**config.mk**
```make
export PLATFORM = sky130hd
export DESIGN_NAME = rms_prof_ctrl
export DESIGN_NICKNAME = d
export VERILOG_FILES = /design/src/rms_prof_pkg.sv /design/src/rms_prof_ctrl.sv
export SDC_FILE = /design/constraint.sdc
export NUM_CORES = 1
export LEC_CHECK = 0
export BUFFER_PORTS_ARGS = -buffer_cell sky130_fd_sc_hd__buf_2
export CAP_MARGIN = 20
export CORE_AREA = 2 2 39 41
export CTS_BUF_LIST = sky130_fd_sc_hd__clkbuf_16
export CTS_CLUSTER_DIAMETER = 200
export DETAILED_ROUTE_END_ITERATION = 6
export DIE_AREA = 0 0 41 43
export GPL_TIMING_DRIVEN = 0
export PLACE_DENSITY = 0.65
export SYNTH_ARGS = -nofsm -noshare
export SYNTH_HDL_FRONTEND = slang
export SYNTH_SLANG_ARGS = --single-unit
```
**constraint.sdc**
```tcl
create_clock -name clk -period 2.4 [get_ports clk]
set_input_delay 0.24 -clock clk [delete_from_list [all_inputs] [get_ports clk]]
set_output_delay 0.24 -clock clk [all_outputs]
set_load 0.05 [all_outputs]
```
**src/rms_prof_pkg.sv**
```systemverilog
// Package for the read memory size profiler: operation codes, controller
// states, datapath command and status structs. No dependencies.
package rms_prof_pkg;

	localparam int DefStackDepth = 64;
	localparam int DefAddressBits = 16;

	localparam int StampW = 32;
	localparam int RmsW = 48;
	localparam int CostW = 48;
	localparam int FuncW = 32;

	typedef enum logic [2:0] {
		OP_CALL = 3'd0,
		OP_RETURN = 3'd1,
		OP_READ = 3'd2,
		OP_WRITE = 3'd3,
		OP_ADD_RMS = 3'd4
	} op_t;

	typedef enum logic [3:0] {
		ST_CLEAR,
		ST_IDLE,
		ST_DISPATCH,
		ST_BYTE_RD,
		ST_BYTE_CHK,
		ST_WALK_RD,
		ST_WALK_CHK,
		ST_RET_RD,
		ST_RET_FOLD,
		ST_EMIT
	} state_t;

	typedef struct packed {
		logic clr_step;    // write zero at clear address, advance
		logic load;        // capture the input beat
		logic push;        // call
		logic add_rms;     // add length to top rms
		logic byte_rd;     // read stamp and top frame
		logic byte_upd;    // write stamp, bump top rms, load walk index
		logic walk_rd;     // read frame at walk index
		logic walk_dec;    // lower rms at walk index
		logic walk_next;   // step walk index down
		logic next_byte;   // advance byte address, decrement count
		logic ret_rd;      // read top frame and caller
		logic ret_fold;    // form record, fold into caller, pop
	} dp_cmd_t;

	typedef struct packed {
		logic clr_done;
		logic [2:0] op;
		logic stack_full;
		logic stack_empty;
		logic count_zero;
		logic old_older;   // old stamp predates top frame
		logic old_nonzero;
		logic walk_hit;    // frame start at or below old stamp
		logic walk_zero;   // walk index reached the sentinel
	} dp_stat_t;

endpackage

```
**src/rms_prof_ctrl.sv**
```systemverilog
// Controller of the read memory size profiler: sequences events over the
// datapath. Depends on rms_prof_pkg.
module rms_prof_ctrl (
	input  logic                   clk,
	input  logic                   arst_n,
	input  logic                   enable,
	input  logic                   in_valid,
	output logic                   in_ready,
	output logic                   out_valid,
	input  logic                   out_ready,
	input  rms_prof_pkg::dp_stat_t stat,
	output rms_prof_pkg::dp_cmd_t  cmd
);
	import rms_prof_pkg::*;

	state_t state_q, state_d;

	always_ff @(posedge clk or negedge arst_n) begin
		if (!arst_n) begin
			state_q <= ST_CLEAR;
		end else begin
			state_q <= state_d;
		end
	end

	always_comb begin
		state_d = state_q;
		unique case (state_q)
			ST_CLEAR: begin
				if (stat.clr_done) state_d = ST_IDLE;
			end
			ST_IDLE: begin
				if (in_valid) state_d = enable ? ST_DISPATCH : ST_IDLE;
			end
			ST_DISPATCH: begin
				priority case (stat.op)
					OP_RETURN: state_d = stat.stack_empty ? ST_IDLE : ST_RET_RD;
					OP_READ, OP_WRITE: state_d = stat.count_zero ? ST_IDLE : ST_BYTE_RD;
					default: state_d = ST_IDLE;
				endcase
			end
			ST_BYTE_RD: state_d = ST_BYTE_CHK;
			ST_BYTE_CHK: begin
				if (stat.op == OP_READ && stat.old_older && stat.old_nonzero
						&& !stat.walk_zero) begin
					state_d = ST_WALK_RD;
				end else if (stat.count_zero) begin
					state_d = ST_IDLE;
				end else begin
					state_d = ST_BYTE_RD;
				end
			end
			ST_WALK_RD: state_d = ST_WALK_CHK;
			ST_WALK_CHK: begin
				if (stat.walk_hit || stat.walk_zero) begin
					state_d = stat.count_zero ? ST_IDLE : ST_BYTE_RD;
				end else begin
					state_d = ST_WALK_RD;
				end
			end
			ST_RET_RD: state_d = ST_RET_FOLD;
			ST_RET_FOLD: state_d = ST_EMIT;
			ST_EMIT: begin
				if (out_ready) state_d = ST_IDLE;
			end
			default: state_d = ST_IDLE;
		endcase
	end

	always_comb begin
		cmd = '0;
		in_ready = 1'b0;
		out_valid = 1'b0;
		unique case (state_q)
			ST_CLEAR: cmd.clr_step = 1'b1;
			ST_IDLE: begin
				in_ready = 1'b1;
				cmd.load = in_valid && enable;
			end
			ST_DISPATCH: begin
				cmd.push = (stat.op == OP_CALL) && !stat.stack_full;
				cmd.add_rms = (stat.op == OP_ADD_RMS);
			end
			ST_BYTE_RD: cmd.byte_rd = 1'b1;
			ST_BYTE_CHK: begin
				cmd.byte_upd = 1'b1;
				cmd.next_byte = !(stat.op == OP_READ && stat.old_older
					&& stat.old_nonzero && !stat.walk_zero);
			end
			ST_WALK_RD: cmd.walk_rd = 1'b1;
			ST_WALK_CHK: begin
				cmd.walk_dec = stat.walk_hit;
				cmd.walk_next = !stat.walk_hit && !stat.walk_zero;
				cmd.next_byte = stat.walk_hit || stat.walk_zero;
			end
			ST_RET_RD: cmd.ret_rd = 1'b1;
			ST_RET_FOLD: cmd.ret_fold = 1'b1;
			ST_EMIT: out_valid = 1'b1;
			default: cmd = '0;
		endcase
	end

endmodule

```
==> results of run 1 <==
[power breakdown]
group | internal [mW] | switching (mW) | leakage [nW]
logic | 0.165 | 0.353 | 0.254
clock network | 0.213 | 0.0486 | 0.0370
registers | 0.0912 | 0.0286 | 0.0513
total | 0.469 | 0.430 | 0.342
[area by class of cell]
class	instances	area, sq um	area share (%)
Buffer	5	42.5	5.95
Timing Repair Buffer	30	155	21.7
Sequential cell	4	100	14.0
Tap cell	16	20.0	2.80
Multi-Input combinational cell	48	310	43.4
Clock buffer	3	75.1	10.5
Inverter	3	11.3	1.58
[Yosys cell counts (2+ instances only)]
cell type  number  area, sq um
a21oi_1         3         15.0
nor4_1          3         18.8
inv_1           3         11.3
nor4b_1         2         17.5
nor3_1          5         25.0
nor3b_1         3         22.5
or3_1           2         12.5
dfrtp_1         4          100
nor2_1          9         33.8
nand2b_1        2         12.5
nor4b_2         2         30.0
buf_6           3         33.8
nand2_1         6         22.5
[per-stage QoR]
| step | setup WS, ps | instance area [sq um] | instances | utilization, % |
|---|---|---|---|---|
| 6_report | 556 | 714 | 109 | 51.6 |
| 5_1_grt | 402 | 714 | 109 | 51.6 |
| 3_5_place_dp | 777 | 629 | 105 | 45.5 |
| 4_1_cts | 532 | 714 | 109 | 51.6 |
| 2_1_floorplan | 21.1 | 464 | 60 | - |
| 3_3_place_gp | 787 | 629 | 105 | 45.5 |
[tightest hold or removal path, cell delays in order]
cell,delay [ps]
buf_2,70
nand2_1,40
nand3b_1,70
o22ai_1,70
[how the worst max path moves through the flow]
stage                    start      end  slack (ps)  cells after the start
floorplan           state_q[3]  cmd[11]          20                      2
global placement    state_q[0]   cmd[9]         790                      5
detailed placement  state_q[0]   cmd[9]         780                      5
CTS                 state_q[0]   cmd[9]         530                      5
global route        state_q[0]   cmd[9]         400                      5
finish              state_q[0]   cmd[9]         560                      5
[per-layer routing]
layer  track usage (%)  wire [um]
met1              22.8        557
met2              25.3        644
met3              3.14         60
met4              2.00          0
met5                 0          0
[cells by family (layout without fill, tap and decap cells)]
family | count (synthesis) | count (layout) | share of synthesized area, %
compound gates | 10 | 10 | 15.2
buf+inv | 8 | 41 | 11.9
simple gates | 37 | 37 | 48.2
flops | 4 | 4 | 22.2
mux | 1 | 1 | 2.49
==> impl_metrics.ini, run 1 <==
[logic_synthesis]
syn_avg_cell_area_sq_um = 7.53
synth_cell_type_count = 26
synth_edf_count = 0
synth-seq-cells = 4
async_flop_share_pct = 100
syn-num-nets = 76
ys.flop_type = dfrtp_1
syn_inst = 60
ys_seq_area_share_pct = 22.2
netlist_area_sq_um = 452
synth_warnings = 0

[setup_path]
worst-path-buf-inv = 1
crit_required_ps = 2160
startpoint_type = register
path_max_fanout = 4
path_class = register to output pin
arrival_ps = 1600
r2r-end = state_q[2]
cp_cell_sequence = nor2b_2 > nand2_1 > or3_1 > nor3_1 > buf_2
slowest_stage = dfrtp_1
reg2reg_slack_ps = 1090
worstSetupEndpointType = output pin
r2r-start = state_q[1]
critPathMaxStageDelay_ps = 430
crit_family = simple AND/OR/NAND/NOR gates
reg2regPathDepth = 4

[detailed_routing]
wl_um = 1260
num_vias = 562
via_per_inst = 5.16
wl_per_cell_um = 11.6
first_pass_iters = 4
postRouteAntennaNets = 0
drcViolationCount = 0
drt_iter0_drc = 11

[hold_path]
hold_path_depth = 4
hp-start = out_ready
min_path_type = input pin to register
min_to = state_q[3]

[layout]
areaGrowthSynthToFinish_pct = 58.2
antenna_cells = 0
fill_cells = 135
reg_top3 = state_q (4)
nets = 111
largest_reg_flops = 4
top_register = state_q
drive_above_1_share_pct = 46.2
final_common_cell = buf_2
layout_common_cells = 30 x buf_2, 9 x nor2_1, 6 x nand2_1

[clocking]
clockBufferDepth = 2
cts_root_buf = clkbuf_16
post_cts_buffers = 0
path_clk_slew_ps = 30
cts_tree = done
hold_buffers = 1
numClockSinks = 4
clk_latency_ps = 220
h-tree-depth = 1
cts-buffers-inserted = 3
cts_resized = 0

[outcome]
status = finished clean

[global_routing]
overflow = 0
grt_usage_pct = 16.2
grt_pass1_vias = 479
grt_max_degree = 11
grt_first_pass_wirelength_um = 2060
antenna_found_initial = 0

[sta]
tightest_slew_ps = 444
post-route-min-period_ps = 1840
setup_viol = 0
drv_slew = 0
fmaxAchievable_ghz = 0.542
whs_ps = 323
rsz0062_at_grt = false
hold_viol_final = 0
finalCritPeriodShare_pct = 76.8
skew_ps = 1.33
setup_tns_ps = 0
relSlewSlack_pct = 70.4

[floorplan]
num_rows = 14
ios = 30
initial_core_util_pct = 32.6
core_area_sq_um = 1380
die_y_um = 43
die_w_um = 41
dieArea_sq_um = 1760

[placed_design]
gp_congestion = 0.700
hpwl_um = 991
port_buffers = 29

[power_and_ir_drop]
p_per_area_nw_per_um2 = 1260
cellLeakagePower_nw = 0.342
p_total_mw = 0.899
max-vdd-ir-drop_uv = 838

[job]
cap_violations = 0
Power figures use the tool's default switching activity.
==> run 2, diff against run 1 <==
==> constraint.sdc (replaced) <==
create_clock -name clk -period 1.95 [get_ports clk]
set_input_delay 0.195 -clock clk [delete_from_list [all_inputs] [get_ports clk]]
set_output_delay 0.195 -clock clk [all_outputs]
set_load 0.05 [all_outputs]
==> impl_metrics.ini, run 2 (synthesis results as in run 1) <==
[outcome]
status = finished clean

[clocking]
clk_latency_ps = 230
post_cts_buffers = 0
path_clk_slew_ps = 30
numClockSinks = 4
cts_tree = done
cts-buffers-inserted = 3
clockBufferDepth = 2
h-tree-depth = 1
cts_root_buf = clkbuf_16

[global_routing]
grt_usage_pct = 16.9
antenna_found_initial = 0
grt_first_pass_wirelength_um = 1930
overflow = 0
grt_pass1_vias = 487
grt_max_degree = 11

[layout]
reg_top3 = state_q (4)
top_register = state_q
multi_input_area_sq_um = 342
nets = 111
areaGrowthSynthToFinish_pct = 65.1
layout_common_cells = 30 x buf_2, 9 x nor2_1, 6 x nand2_1
drive_above_1_share_pct = 52.7
antenna_cells = 0
final_common_cell = buf_2
regArea_sq_um = 100
utilization_pct = 53.9
largest_reg_flops = 4
fill_cells = 141

[detailed_routing]
drcViolationCount = 0
postRouteAntennaNets = 0
drt_iter0_drc = 3
wl_um = 1270
via_per_inst = 5.05
num_vias = 550
wl_per_cell_um = 11.6
first_pass_iters = 3

[power_and_ir_drop]
power.internal_mw = 0.587
pwr-share-comb_pct = 58.6
cellLeakagePower_nw = 0.350
seq_power_share_pct = 12.9
power_switching_mw = 0.538
swShare_pct = 47.8
p_total_mw = 1.13
pwr-share-clk_pct = 28.5
p_per_area_nw_per_um2 = 1510
max-vdd-ir-drop_uv = 832

[placed_design]
port_buffers = 29
hpwl_um = 972
gp_congestion = 0.672

[setup_path]
r2r-end = state_q[1]
reg2reg_slack_ps = 630
reg2regPathDepth = 4
r2r-start = state_q[1]
cp-startpoint = state_q[0]
startpoint_type = register
path_class = register to output pin
path_max_fanout = 4
crit_required_ps = 1750
arrival_ps = 1600
worstSetupEndpointType = output pin
endpoint = cmd[9]

[floorplan]
dieArea_sq_um = 1760
ios = 30
initial_core_util_pct = 32.6
core_area_sq_um = 1380
die_y_um = 43
die_w_um = 41
num_rows = 14

[sta]
setup_viol = 0
hold_viol_final = 0
post-route-min-period_ps = 1800
finalCritPeriodShare_pct = 92.1
drv_slew = 0
rsz0062_at_grt = false
whs_ps = 268
fmaxAchievable_ghz = 0.557
skew_ps = 0.985
tightest_slew_ps = 482
relSlewSlack_pct = 67.8
setup_tns_ps = 0

[hold_path]
hold_path_depth = 4
min_path_type = input pin to register

[job]
cap_violations = 0
-- run 2: cell counts in the layout (fill, tap and decap cells not counted) --
No cell type changed its count.
-- run 2: power by group through the flow --
stage          Sequential (mW)  Clock [mW]  Combinational [mW]
2_1_floorplan            0.139           0               0.534
3_3_place_gp             0.146           0               0.656
3_5_place_dp             0.145           0               0.660
4_1_cts                  0.145       0.330               0.663
5_1_grt                  0.152       0.332               0.711
6_report                 0.145       0.321               0.659
-- run 2: per-stage QoR --
stage	setup slack, ps	instances	area [sq um]
finish	154	109	746
global route	42.8	109	746
CTS	146	109	746
detailed placement	387	105	661
global placement	401	105	661
floorplan	38.6	60	495
-- run 2: timing repair --
action | 4_1_cts | 5_1_grt
gates resized for setup | 0 | 0
hold endpoints to repair | 4 | 0
hold buffers | 1 | 0
-- run 2: cell type report --
type | instances | area share [%]
multi-input cells | 48 | 45.8
clock buffers | 3 | 10.1
inverters | 3 | 1.51
flip-flops and latches | 4 | 13.4
well taps | 16 | 2.68
plain buffers | 5 | 5.70
repair buffers | 30 | 20.8
-- run 2: worst min-delay path by stage --
stage,start,to,slack [ps]
2_1_floorplan,arst_n,state_q[0],-100
3_3_place_gp,arst_n,state_q[0],4
3_5_place_dp,arst_n,state_q[0],9
4_1_cts,out_ready,state_q[3],260
5_1_grt,out_ready,state_q[3],300
6_report,out_ready,state_q[3],270
-- run 2: routing by layer --
layer,vias to the layer above,GRT usage [%],part of all wire (%)
met1,256,18.6,40
met2,10,25.9,53
li1,282,-,-
met5,-,0,0
met4,0,8.00,0.95
met3,2,7.85,6.3
-- run 2: critical path, stage by stage (launching register included) --
cell     delay [ps]
dfrtp_1         420
nor2b_2         170
nand2_1          70
or3_1           340
nor3_2          100
buf_2           270
